==> src/hw/rtl/dqsa_pkg.sv <==
// shared types and constants for the two-queue shared array
package dqsa_pkg;

    localparam int DEPTH = 64;
    localparam int AW    = $clog2(DEPTH);
    localparam int PW    = AW + 2;
    localparam int QSW   = 7;
    localparam int DW    = 32;
    localparam int CW    = (PW > QSW + 1) ? PW : QSW + 1;

    typedef logic signed [PW-1:0] t_ptr;

    localparam t_ptr PTR_NONE  = '1;
    localparam t_ptr PTR_DEPTH = PW'(DEPTH);
    localparam t_ptr PTR_ONE   = PW'(1);

    localparam logic REG_QUEUE_SIZE = 1'b0;

    typedef enum logic [1:0] {
        CMD_ENQ_ONE = 2'd0,
        CMD_ENQ_TWO = 2'd1,
        CMD_DEQ_ONE = 2'd2,
        CMD_DEQ_TWO = 2'd3
    } t_cmd;

    typedef enum logic [1:0] {
        ST_OK    = 2'd0,
        ST_FULL  = 2'd1,
        ST_EMPTY = 2'd2
    } t_status;

    typedef enum logic {
        S_IDLE,
        S_READ
    } t_state;

    typedef struct packed {
        logic accept;
        logic load_out;
        logic load_rd;
    } t_ctrl;

endpackage

==> src/hw/rtl/dqsa_ctrl.sv <==
// controller: item handshake, result register valid, read sequencing
module dqsa_ctrl
    import dqsa_pkg::*;
(
    input  logic  i_clk,
    input  logic  i_rst_n,
    input  logic  i_in_valid,
    output logic  o_in_stall,
    output logic  o_out_valid,
    input  logic  i_out_stall,
    input  logic  i_deq_hit,
    output t_ctrl o_ctrl
);

    t_state r_state;
    t_state n_state;
    logic   r_out_valid;
    logic   n_out_valid;
    logic   in_stall;
    logic   accept;

    always_comb begin
        n_state = r_state;
        case (r_state)
            S_IDLE: begin
                if (accept && i_deq_hit) begin
                    n_state = S_READ;
                end
            end
            S_READ: begin
                n_state = S_IDLE;
            end
            default: begin
                n_state = S_IDLE;
            end
        endcase
    end

    always_comb begin
        in_stall        = (r_state != S_IDLE) || (r_out_valid && i_out_stall);
        accept          = i_in_valid && !in_stall;
        o_ctrl.accept   = accept;
        o_ctrl.load_out = accept && !i_deq_hit;
        o_ctrl.load_rd  = (r_state == S_READ);
        if (o_ctrl.load_out || o_ctrl.load_rd) begin
            n_out_valid = 1'b1;
        end else if (!i_out_stall) begin
            n_out_valid = 1'b0;
        end else begin
            n_out_valid = r_out_valid;
        end
    end

    always_ff @(posedge i_clk) begin
        if (!i_rst_n) begin
            r_state     <= S_IDLE;
            r_out_valid <= 1'b0;
        end else begin
            r_state     <= n_state;
            r_out_valid <= n_out_valid;
        end
    end

    assign o_in_stall  = in_stall;
    assign o_out_valid = r_out_valid;

endmodule

==> src/hw/rtl/dqsa_dp.sv <==
// datapath: queue pointers, slot memory and result payload register
module dqsa_dp
    import dqsa_pkg::*;
(
    input  logic                 i_clk,
    input  logic                 i_rst_n,
    input  t_ctrl                i_ctrl,
    input  logic [1:0]           i_cmd,
    input  logic signed [DW-1:0] i_write_data,
    input  logic [QSW-1:0]       i_queue_size,
    output logic                 o_deq_hit,
    output logic [1:0]           o_status,
    output logic signed [DW-1:0] o_read_data
);

    logic [DW-1:0] r_mem [DEPTH];
    logic [DW-1:0] r_mem_rd;

    t_ptr r_head_one, r_tail_one, r_head_two, r_tail_two;
    t_ptr n_head_one, n_tail_one, n_head_two, n_tail_two;

    t_status              r_status;
    logic signed [DW-1:0] r_read_data;

    t_cmd     cmd;
    t_ptr     size;
    t_ptr     limit;
    t_ptr     slot_one;
    t_ptr     slot_two;
    t_ptr     rd_ptr;
    logic     full_one;
    logic     full_two;
    logic     empty_one;
    logic     empty_two;
    logic     wr_en;
    t_ptr     wr_ptr;
    t_status  status;
    logic [CW-1:0] qs_ext;

    always_comb begin
        cmd    = t_cmd'(i_cmd);
        qs_ext = CW'(i_queue_size);
        if (i_queue_size == '0) begin
            size = PTR_ONE;
        end else if (qs_ext > CW'(DEPTH)) begin
            size = PTR_DEPTH;
        end else begin
            size = PW'(i_queue_size);
        end

        limit     = (r_tail_two != PTR_NONE) ? r_tail_two : size;
        slot_one  = r_tail_one + PTR_ONE;
        full_one  = (slot_one >= limit) || (slot_one < 0) || (slot_one >= PTR_DEPTH);
        slot_two  = (r_tail_two == PTR_NONE) ? size - PTR_ONE : r_tail_two - PTR_ONE;
        full_two  = (slot_two <= r_tail_one) || (slot_two < 0) || (slot_two >= PTR_DEPTH);
        empty_one = (r_head_one < 0) || (r_head_one > r_tail_one)
                    || (r_head_one >= PTR_DEPTH);
        empty_two = (r_head_two < 0) || (r_head_two < r_tail_two)
                    || (r_head_two >= PTR_DEPTH);

        n_head_one = r_head_one;
        n_tail_one = r_tail_one;
        n_head_two = r_head_two;
        n_tail_two = r_tail_two;
        wr_en      = 1'b0;
        wr_ptr     = slot_one;
        rd_ptr     = r_head_one;
        status     = ST_OK;
        o_deq_hit  = 1'b0;

        case (cmd)
            CMD_ENQ_ONE: begin
                if (full_one) begin
                    status = ST_FULL;
                end else begin
                    wr_en = 1'b1;
                    if (r_tail_one == PTR_NONE) begin
                        n_head_one = '0;
                    end
                    n_tail_one = slot_one;
                end
            end
            CMD_ENQ_TWO: begin
                wr_ptr = slot_two;
                if (full_two) begin
                    status = ST_FULL;
                end else begin
                    wr_en = 1'b1;
                    if (r_tail_two == PTR_NONE) begin
                        n_head_two = slot_two;
                    end
                    n_tail_two = slot_two;
                end
            end
            CMD_DEQ_ONE: begin
                if (empty_one) begin
                    status     = ST_EMPTY;
                    n_head_one = PTR_NONE;
                    n_tail_one = PTR_NONE;
                end else begin
                    o_deq_hit = 1'b1;
                    if (r_tail_two != PTR_NONE && r_head_one + PTR_ONE == r_tail_two) begin
                        n_head_one = PTR_NONE;
                        n_tail_one = PTR_NONE;
                    end else begin
                        n_head_one = r_head_one + PTR_ONE;
                    end
                end
            end
            CMD_DEQ_TWO: begin
                rd_ptr = r_head_two;
                if (empty_two) begin
                    status     = ST_EMPTY;
                    n_head_two = PTR_NONE;
                    n_tail_two = PTR_NONE;
                end else begin
                    o_deq_hit = 1'b1;
                    if (r_head_two == r_tail_one + PTR_ONE) begin
                        n_head_two = PTR_NONE;
                        n_tail_two = PTR_NONE;
                    end else begin
                        n_head_two = r_head_two - PTR_ONE;
                    end
                end
            end
            default: begin
                status = ST_OK;
            end
        endcase
    end

    always_ff @(posedge i_clk) begin
        if (!i_rst_n) begin
            r_head_one <= PTR_NONE;
            r_tail_one <= PTR_NONE;
            r_head_two <= PTR_NONE;
            r_tail_two <= PTR_NONE;
        end else if (i_ctrl.accept) begin
            r_head_one <= n_head_one;
            r_tail_one <= n_tail_one;
            r_head_two <= n_head_two;
            r_tail_two <= n_tail_two;
        end
    end

    always_ff @(posedge i_clk) begin
        if (i_ctrl.accept && wr_en) begin
            r_mem[wr_ptr[AW-1:0]] <= i_write_data;
        end
    end

    always_ff @(posedge i_clk) begin
        if (i_ctrl.accept) begin
            r_mem_rd <= r_mem[rd_ptr[AW-1:0]];
        end
    end

    always_ff @(posedge i_clk) begin
        if (i_ctrl.load_out) begin
            r_status    <= status;
            r_read_data <= '0;
        end else if (i_ctrl.load_rd) begin
            r_status    <= ST_OK;
            r_read_data <= r_mem_rd;
        end
    end

    assign o_status    = r_status;
    assign o_read_data = r_read_data;

endmodule

==> src/hw/rtl/dual_queue_shared_array_core.sv <==
// top level of the two-queue shared array: config register and wiring
// Two FIFO queues share one 64-word array: queue one fills upward from slot 0, queue two
// downward from slot queue_size-1 (queue_size clamped to 1..64). Each item is an enqueue
// or dequeue on one queue and yields one result (status, read_data). Enqueues and refused
// dequeues load the result register; a successful dequeue reads the registered memory port
// first. A new item is taken once the previous result has left or is leaving the result
// register. Write queue_size (APB-style port, address 0) only while idle; not enforced.
module dual_queue_shared_array_core
    import dqsa_pkg::*;
(
    input  logic                 i_clk,
    input  logic                 i_rst_n,
    input  logic                 psel,
    input  logic                 penable,
    input  logic                 pwrite,
    input  logic [2:0]           paddr,
    input  logic [31:0]          pwdata,
    output logic [31:0]          prdata,
    output logic                 pready,
    input  logic                 i_in_valid,
    output logic                 o_in_stall,
    input  logic [1:0]           i_cmd,
    input  logic signed [DW-1:0] i_write_data,
    output logic                 o_out_valid,
    input  logic                 i_out_stall,
    output logic [1:0]           o_status,
    output logic signed [DW-1:0] o_read_data
);

    logic [QSW-1:0] r_queue_size;
    logic           cfg_wr;
    logic           deq_hit;
    t_ctrl          ctrl;

    assign pready = 1'b1;
    assign cfg_wr = psel && penable && pwrite && pready && (paddr[2] == REG_QUEUE_SIZE);

    always_ff @(posedge i_clk) begin
        if (!i_rst_n) begin
            r_queue_size <= QSW'(64);
        end else if (cfg_wr) begin
            r_queue_size <= pwdata[QSW-1:0];
        end
    end

    always_comb begin
        if (paddr[2] == REG_QUEUE_SIZE) begin
            prdata = {{(32 - QSW){1'b0}}, r_queue_size};
        end else begin
            prdata = '0;
        end
    end

    dqsa_ctrl u_ctrl (
        .i_clk       (i_clk),
        .i_rst_n     (i_rst_n),
        .i_in_valid  (i_in_valid),
        .o_in_stall  (o_in_stall),
        .o_out_valid (o_out_valid),
        .i_out_stall (i_out_stall),
        .i_deq_hit   (deq_hit),
        .o_ctrl      (ctrl)
    );

    dqsa_dp u_dp (
        .i_clk        (i_clk),
        .i_rst_n      (i_rst_n),
        .i_ctrl       (ctrl),
        .i_cmd        (i_cmd),
        .i_write_data (i_write_data),
        .i_queue_size (r_queue_size),
        .o_deq_hit    (deq_hit),
        .o_status     (o_status),
        .o_read_data  (o_read_data)
    );

endmodule

==> config.mk <==
export PLATFORM = sky130hd
export DESIGN_NAME = dual_queue_shared_array_core
export DESIGN_NICKNAME = d
export VERILOG_FILES = /design/src/hw/rtl/dqsa_pkg.sv /design/src/hw/rtl/dqsa_ctrl.sv /design/src/hw/rtl/dqsa_dp.sv /design/src/hw/rtl/dual_queue_shared_array_core.sv
export SDC_FILE = /design/constraint.sdc
export NUM_CORES = 2
export LEC_CHECK = 0
export BUFFER_PORTS_ARGS = -buffer_cell sky130_fd_sc_hd__buf_2
export CAP_MARGIN = 40
export CELL_PAD_IN_SITES_DETAIL_PLACEMENT = 1
export CELL_PAD_IN_SITES_GLOBAL_PLACEMENT = 2
export CORE_ASPECT_RATIO = 0.8
export CORE_UTILIZATION = 35
export CTS_CLUSTER_SIZE = 28
export DETAILED_ROUTE_END_ITERATION = 16
export PLACE_DENSITY_LB_ADDON = 0.1
export RECOVER_POWER = 50
export SLEW_MARGIN = 20
export SYNTH_ARGS = -nofsm -noshare
export SYNTH_HDL_FRONTEND = slang
export SYNTH_SLANG_ARGS = --single-unit
==> constraint.sdc <==
create_clock -name i_clk -period 5.3 [get_ports i_clk]
set_clock_uncertainty 0.15 [all_clocks]
set_input_delay 0.795 -clock i_clk [delete_from_list [all_inputs] [get_ports i_clk]]
set_output_delay 0.795 -clock i_clk [all_outputs]
set_load 0.02 [all_outputs]
# After elaboration in Yosys (flattened, before gate mapping)
# Memories as Yosys holds them, arrays and structs flattened. A register that Yosys moved wholly into a read port is not among the register bits.
# Index checks and enable logic that the tools add are counted.
word_totals:
  in_bits: 76
  word_cells: 119
  mem_bits_rw: 2048
  regBits: 75
  mem_count: 1
memory_table:
  columns: ["name", "depth", "width", "rd", "rd_ports_with_merged_regs", "write_ports", "line_no", "source"]
  rows:
  - ["u_dp.r_mem", 64, 32, 1, 1, 1, "dqsa_dp.sv:16", "logic [DW-1:0] r_mem [DEPTH];"]
classes:
  bitwise: 2
  n_addsub: 5
  n_eq_ne: 15
  n_mux: 44
  n_lt_le_gt_ge: 13
  n_reduce_logical: 30
ops:
  columns: ["op", "n"]
  rows:
  - ["2-to-1 mux 8 bit", 17]
  - ["case mux 8 bit (2 select lines)", 4]
  - [">= comparator 8 bit, second input constant", 4]
  - ["< comparator 8 x 1 -> 1 bit, second input constant", 4]
  - ["subtractor 8 x 2 -> 8 bit, second input constant", 3]
  - ["adder 8 x 2 -> 8 bit, second input constant", 2]
  - ["equality test 8 x 1 -> 1 bit, second input constant", 2]
  - ["equality test 8 bit", 2]
  - ["AND reduction 4 bit", 4]
  - ["2-to-1 mux 7 bit", 2]
  - ["2-to-1 mux 6 bit", 2]
  - ["2-to-1 mux 1 bit", 11]
  - ["logical OR 1 bit", 10]
  - ["logical AND 1 bit", 9]
  - [">= comparator 8 bit", 1]
  - ["> comparator 8 bit", 1]
  - ["<= comparator 8 bit", 1]
  - ["< comparator 8 bit", 1]
  - ["2-to-1 mux 2 bit", 4]
  - ["inequality test 8 x 1 -> 1 bit, second input constant", 1]
  - ["case mux 2 bit (4 select lines)", 1]
  - ["> comparator 7 bit, second input constant", 1]
  - ["logical NOT 7 bit", 1]
  - ["inequality test 2 x 1 -> 1 bit, second input constant", 3]
  - ["other kinds (9)", 18]

# Logic depth before layout (Yosys ltp)
depth:
  ltp_word: 13
  depth_mapped: 17
  depth_no_buf: 16

# By module
# Synthesis repeated with hierarchy kept, for this count alone.
unflattened:
  hier_cells: 4294
  area_unflattened_um2: 84726.3
by_module_without_submodules:
  columns: ["module", "n_inst", "area_per_inst_um2", "seq_area_each_um2", "cells_each"]
  rows:
  - ["dqsa_dp", 1, 84066.9, 63801.2, 4216]
  - ["dual_queue_shared_array_core", 1, 556.8, 140.1, 66]
  - ["dqsa_ctrl", 1, 102.6, 40.0, 12]

# Worst setup path after synthesis
# Ideal clock, no wire load.
synth_path:
  path_type: "register to register"
  from: "register r_queue_size[2]"
  to: "memory u_dp.r_mem[37][0] (enable)"
  setup_time_ns: 0.421
  slack_ns: -0.010
  path_stages_with_launch: 17
  n_path_buf: 0
  t_required_ns: 4.729
  t_arrival_ns: 4.739
  period_less_slack_ns: 5.310
  cell_sequence: "dfxtp_1 or4_1 nor2_1 o21ai_0 ha_1 nand2b_1 o21ai_0 o211ai_1 inv_1 ha_1 inv_1 o211ai_1 o2bb2ai_1 o211ai_1 o31ai_2 nand4_1 nor2_1"
synth_via:
  elab_chain_cells: 13
synth_lines:
  columns: ["item", "line_no", "source"]
  rows:
  - ["from (decl)", "dual_queue_shared_array_core.sv:30", "logic [QSW-1:0] r_queue_size;"]
  - ["from (signal assigned)", "dual_queue_shared_array_core.sv:42", "r_queue_size <= pwdata[QSW-1:0];"]
  - ["> comparator 7 bit", "dqsa_dp.sv:45", "end else if (qs_ext > CW'(DEPTH)) begin"]
  - ["2-to-1 mux 7 bit", "dqsa_dp.sv:45", null]
  - ["2-to-1 mux 8 bit *", "dqsa_dp.sv:43", "if (i_queue_size == '0) begin"]
  - ["subtractor 8 x 2 -> 8 bit", "dqsa_dp.sv:54", "slot_two = (r_tail_two == PTR_NONE) ? size - PTR_ONE : r_tail_two - PTR_ONE;"]
  - ["2-to-1 mux 8 bit", "dqsa_dp.sv:54", null]
  - ["<= comparator 8 bit / < comparator 8 x 1 -> 1 bit (equally long branches)", "dqsa_dp.sv:55", "full_two = (slot_two <= r_tail_one) || (slot_two < 0) || (slot_two >= PTR_DEPTH);"]
  - ["logical OR 1 bit (2 in series)", "dqsa_dp.sv:55", null]
  - ["2-to-1 mux 1 bit", "dqsa_dp.sv:85", "if (full_two) begin"]
  - ["case mux 1 bit (2 select lines)", "dqsa_dp.sv:71", "case (cmd)"]
  - ["logical AND 1 bit", "dqsa_dp.sv:147", "if (i_ctrl.accept && wr_en) begin"]
  - ["2-to-1 mux 1 bit", "dqsa_dp.sv:147", null]
  - ["2-to-1 mux 1 bit (not written as such)", "dqsa_dp.sv:148", "r_mem[wr_ptr[AW-1:0]] <= i_write_data;"]
  - ["to (decl)", "dqsa_dp.sv:16", null]
# Mark *: on every way between the ends. The rest lies on a longest branch, timed or not.

# Worst setup path in the final report
layout_path:
  from: "register r_queue_size[2]"
  to: "memory u_dp.r_mem[53][18] (enable)"
# The elaborated chain is that of the path after synthesis.

==> results.py <==
metrics = {
    "floorplanning": {
        "ios": 145,
        "die-area_sq_um": 248000,
        "start_util_pct": 35.2,
        "die_width_microns": 556,
        "core_sq_um": 244000,
        "rows": 162,
        "die_y_microns": 445,
    },
    "sta": {
        "tightestPinTransition_ps": 3400,
        "fin_crit_ps": 4890,
        "final-hold-violation-count": 0,
        "slew_violations": 1867,
        "setup_violations": 0,
        "max_freq_mhz": 205,
        "fin_crit_sh_pct": 92.2,
        "maxSlewHeadroom_pct": -126,
        "rsz0062_at_grt": "no",
        "whs_ps": 56.1,
    },
    "yosys": {
        "syn_area_sq_um": 86000,
        "netlist_instances": 5383,
        "synth_top_area_share_pct": 72.7,
        "synth.ff_latch_count": 2155,
        "ys_seq_area_share_pct": 74.4,
        "synth_top_cells_by_area": "edfxtp_1 (73%), mux4_2 (3.8%), mux2i_1 (3.4%)",
        "syn_area_per_cell_sq_um": 16.0,
        "ys_warn_count": 0,
        "synthFlopType": "edfxtp_1",
        "yosys.area.top_type": "edfxtp_1",
        "synth_edf_count": 2082,
        "ys_types": 71,
        "async_flop_share_pct": 0,
    },
    "setup_path": {
        "rr_startpoint": "r_queue_size[2]",
        "path_max_fanout": 28,
        "crit_path_cell_trace": "or4_1, nor2_1, o21ai_0, ha_1, nand2b_1, o21ai_0, o211ai_1, buf_4, inv_1, ha_1, inv_1, o211ai_1, o2bb2ai_1, o211ai_1, o31ai_4, buf_12, nand4b_1, buf_4, nor2_4, buf_12",
        "worst_ep_arrival_time_ps": 5250,
        "crit_type": "register to register",
        "required_ps": 5660,
        "crit_top_cell": "o211ai_1",
        "cp-end-kind": "register",
        "worstReg2RegEnd": "u_dp.r_mem[53][18]",
        "crit_path_top_delay_cell": "or4_1",
        "r2r_slack_ps": 410,
        "cp_slowest_stage_delay_ps": 580,
        "r2r.worst_path.cells": 20,
        "startpoint_type": "register",
    },
    "detailed_routing": {
        "wl_per_cell_microns": 33.5,
        "drt_iter0_drc": 4937,
        "dr.pass1.iters": 5,
        "viasPerCell": 5.65,
        "drc": 0,
        "ant_nets": 0,
        "vias": 52100,
        "wl_mm": 309,
    },
    "finish": {
        "drive_above_1_share_pct": 16.6,
        "fin_area_sq_um": 101000,
        "area_growth_syn_to_layout_pct": 18.0,
        "fin_util_pct": 41.6,
        "nets": 5875,
        "fillers": 24000,
    },
    "pwr": {
        "pwr-share-clk_pct": 34.8,
        "powerDensity_nw_per_um2": 432,
        "p_total_mw": 43.8,
        "switching_share_pct": 29.8,
        "seqPwrFrac_pct": 44.3,
        "p_int_mw": 30.8,
        "ir_drop_v": 0.000366,
        "power.leakage_nw": 33.3,
        "p_sw_mw": 13.0,
        "power_frac_comb_pct": 20.9,
    },
    "place": {
        "dp_hpwl_mm": 183,
        "dpl_cell_area_sq_um": 94800,
        "place.port_buffers": 91,
        "routabilityCongestion": 0.791,
    },
    "clock_tree": {
        "cts_tree": "done",
        "cts.clk_slew.worst_paths_ps": 60,
        "cts_buffers": 228,
        "cts-root-buf": "clkbuf_16",
        "clockBufferDepth": 4,
        "h-tree-depth": 4,
        "clock_latency_ps": 890,
        "clkSinkCount": 2155,
        "cts-resized-gates": 0,
    },
    "worst_hold_path": {
        "hp-class": "input pin to register",
        "holdPathStages": 3,
        "worstHoldStart": "pwdata[5]",
        "hold_end": "r_queue_size[5]",
    },
    "grt": {
        "grt_usage_pct": 24.7,
        "grt-ovfl-total": 0,
        "grt_pass1_wl_mm": 428,
        "first_global_vias": 52500,
        "grt_max_degree": 86,
        "antenna_found_initial": 26,
    },
    "status": {
        "status": "finished, violations left",
        "violations": "capacitance limit, slew limit",
    },
    "run": {
        "drv_cap": 31,
    },
}
==> cell families after synthesis <==
| logic type | synth area share (%) |
|---|---|
| flops | 74.4 |
| simple gates | 6.88 |
| compound gates | 8.51 |
| mux | 7.23 |
| buf+inv | 2.18 |
| fa+ha+maj | 0.524 |
| xor+xnor | 0.265 |
| other cells | 0.00873 |
==> flip-flops by register name, summed over array words and instances (netlist names), 2 cells and up <==
name	flops
r_queue_size	7
u_dp.o_read_data	32
u_dp.o_status	2
u_dp.r_head_one	8
u_dp.r_head_two	8
u_dp.r_mem	2048
u_dp.r_mem_rd	32
u_dp.r_tail_one	8
u_dp.r_tail_two	8
==> power groups by stage <==
stage | Sequential [mW] | Combinational (mW) | Clock (mW)
6_report | 19.4 | 9.15 | 15.2
5_1_grt | 19.5 | 9.75 | 16.1
4_1_cts | 19.4 | 9.15 | 15.6
3_5_place_dp | 19.8 | 9.12 | 0
3_3_place_gp | 19.7 | 8.97 | 0
2_1_floorplan | 19.6 | 4.76 | 0
==> per-stage QoR <==
| stage | worst slack (ps) | instances | TNS [ps] |
|---|---|---|---|
| 2_1_floorplan | -10.3 | 5407 | -2540 |
| 3_3_place_gp | -152 | 8791 | -99000 |
| 3_5_place_dp | 210 | 8803 | 0 |
| 4_1_cts | 135 | 9215 | 0 |
| 5_1_grt | 176 | 9219 | 0 |
| 6_report | 412 | 9227 | 0 |
==> layout by cell type, fill, tap and decap left out, types with 54 or more instances in the layout <==
| cell type | n |
|---|---|
| edfxtp_1 | 2082 |
| nand2_1 | 632 |
| mux2i_1 | 292 |
| buf_4 | 252 |
| and3_1 | 238 |
| a211oi_1 | 234 |
| clkbuf_16 | 232 |
| o21ai_0 | 187 |
| a311oi_1 | 174 |
| buf_12 | 152 |
| mux4_2 | 144 |
| clkbuf_1 | 138 |
| a21oi_1 | 104 |
| a221oi_1 | 104 |
| nand3_1 | 95 |
| a31oi_1 | 75 |
| dfxtp_1 | 73 |
| nor2_4 | 71 |
| clkinv_1 | 63 |
| nor2_1 | 54 |
==> cell usage after synthesis, types with 8 or more instances <==
cell       count
ha_1          36
a221o_1        9
xnor2_1       18
mux2i_1      292
mux4_2       144
or4_1         12
buf_4         35
inv_1         33
a21o_1         9
nand2_1      635
edfxtp_1    2082
or3_1         21
nor2b_1       25
nand3_1       96
a2111oi_0      8
a211oi_1     234
a2111oi_2      9
nor3_1        26
nor2_1       125
a22oi_1       33
o22ai_1       13
buf_1         16
clkbuf_1     294
buf_2         58
a311oi_1     174
dfxtp_1       73
xor2_1         8
a221oi_1     104
o211ai_1      12
nand4_1       26
o21ai_0      187
o21a_1         8
nand2b_1       9
a21oi_1      106
and3_1       238
a31oi_1       75
==> worst max-delay path, delay by kind of cell, from the launching register on <==
family	cells	cell delay, ps
AND/OR/NAND/NOR	5	1090
flip-flops	1	310
buffers and inverters	6	1060
AO/OA/AOI/OAI	7	1270
adder cells (fa/ha/maj)	2	570
==> repair_timing <==
| action | in CTS | in global routing |
|---|---|---|
| buffers inserted | 0 | 1 |
| hold buffers | 7 | 0 |
| setup endpoints to repair | 0 | 331 |
| hold endpoints to repair | 7 | 0 |
==> how the worst max path moves through the flow <==
| stage | startpoint | endpoint | slack, ps |
|---|---|---|---|
| 3_5_place_dp | r_queue_size[2] | u_dp.r_mem[14][16] | 210 |
| 6_report | r_queue_size[2] | u_dp.r_mem[53][18] | 410 |
| 3_3_place_gp | r_queue_size[2] | u_dp.r_mem[53][24] | -150 |
| 4_1_cts | r_queue_size[2] | u_dp.r_mem[50][20] | 130 |
| 5_1_grt | r_queue_size[2] | u_dp.r_mem[50][18] | 180 |
| 2_1_floorplan | r_queue_size[2] | u_dp.r_mem[37][0] | -10 |
==> metal layers <==
metal	GRT usage, %	part of all wire [%]	vias to the layer above
li1	-	-	22300
met1	36.5	47	28200
met2	39.6	46	1342
met3	2.56	4.3	363
met4	4.97	2.0	0
met5	0	0	-
==> layout make-up <==
class                           count  area (sq um)  share of cell area, %
Timing Repair Buffer              532          5510                   5.43
Antenna cell                        9          22.5                 0.0222
Multi-Input combinational cell   2813         20900                   20.6
Tap cell                         3280          4100                   4.04
Inverter                           33           125                  0.123
Clock inverter                    117           825                  0.813
Sequential cell                  2155         64000                   63.1
Clock buffer                      288          6050                   5.96
No activity file was read; power rests on OpenSTA's default activity.
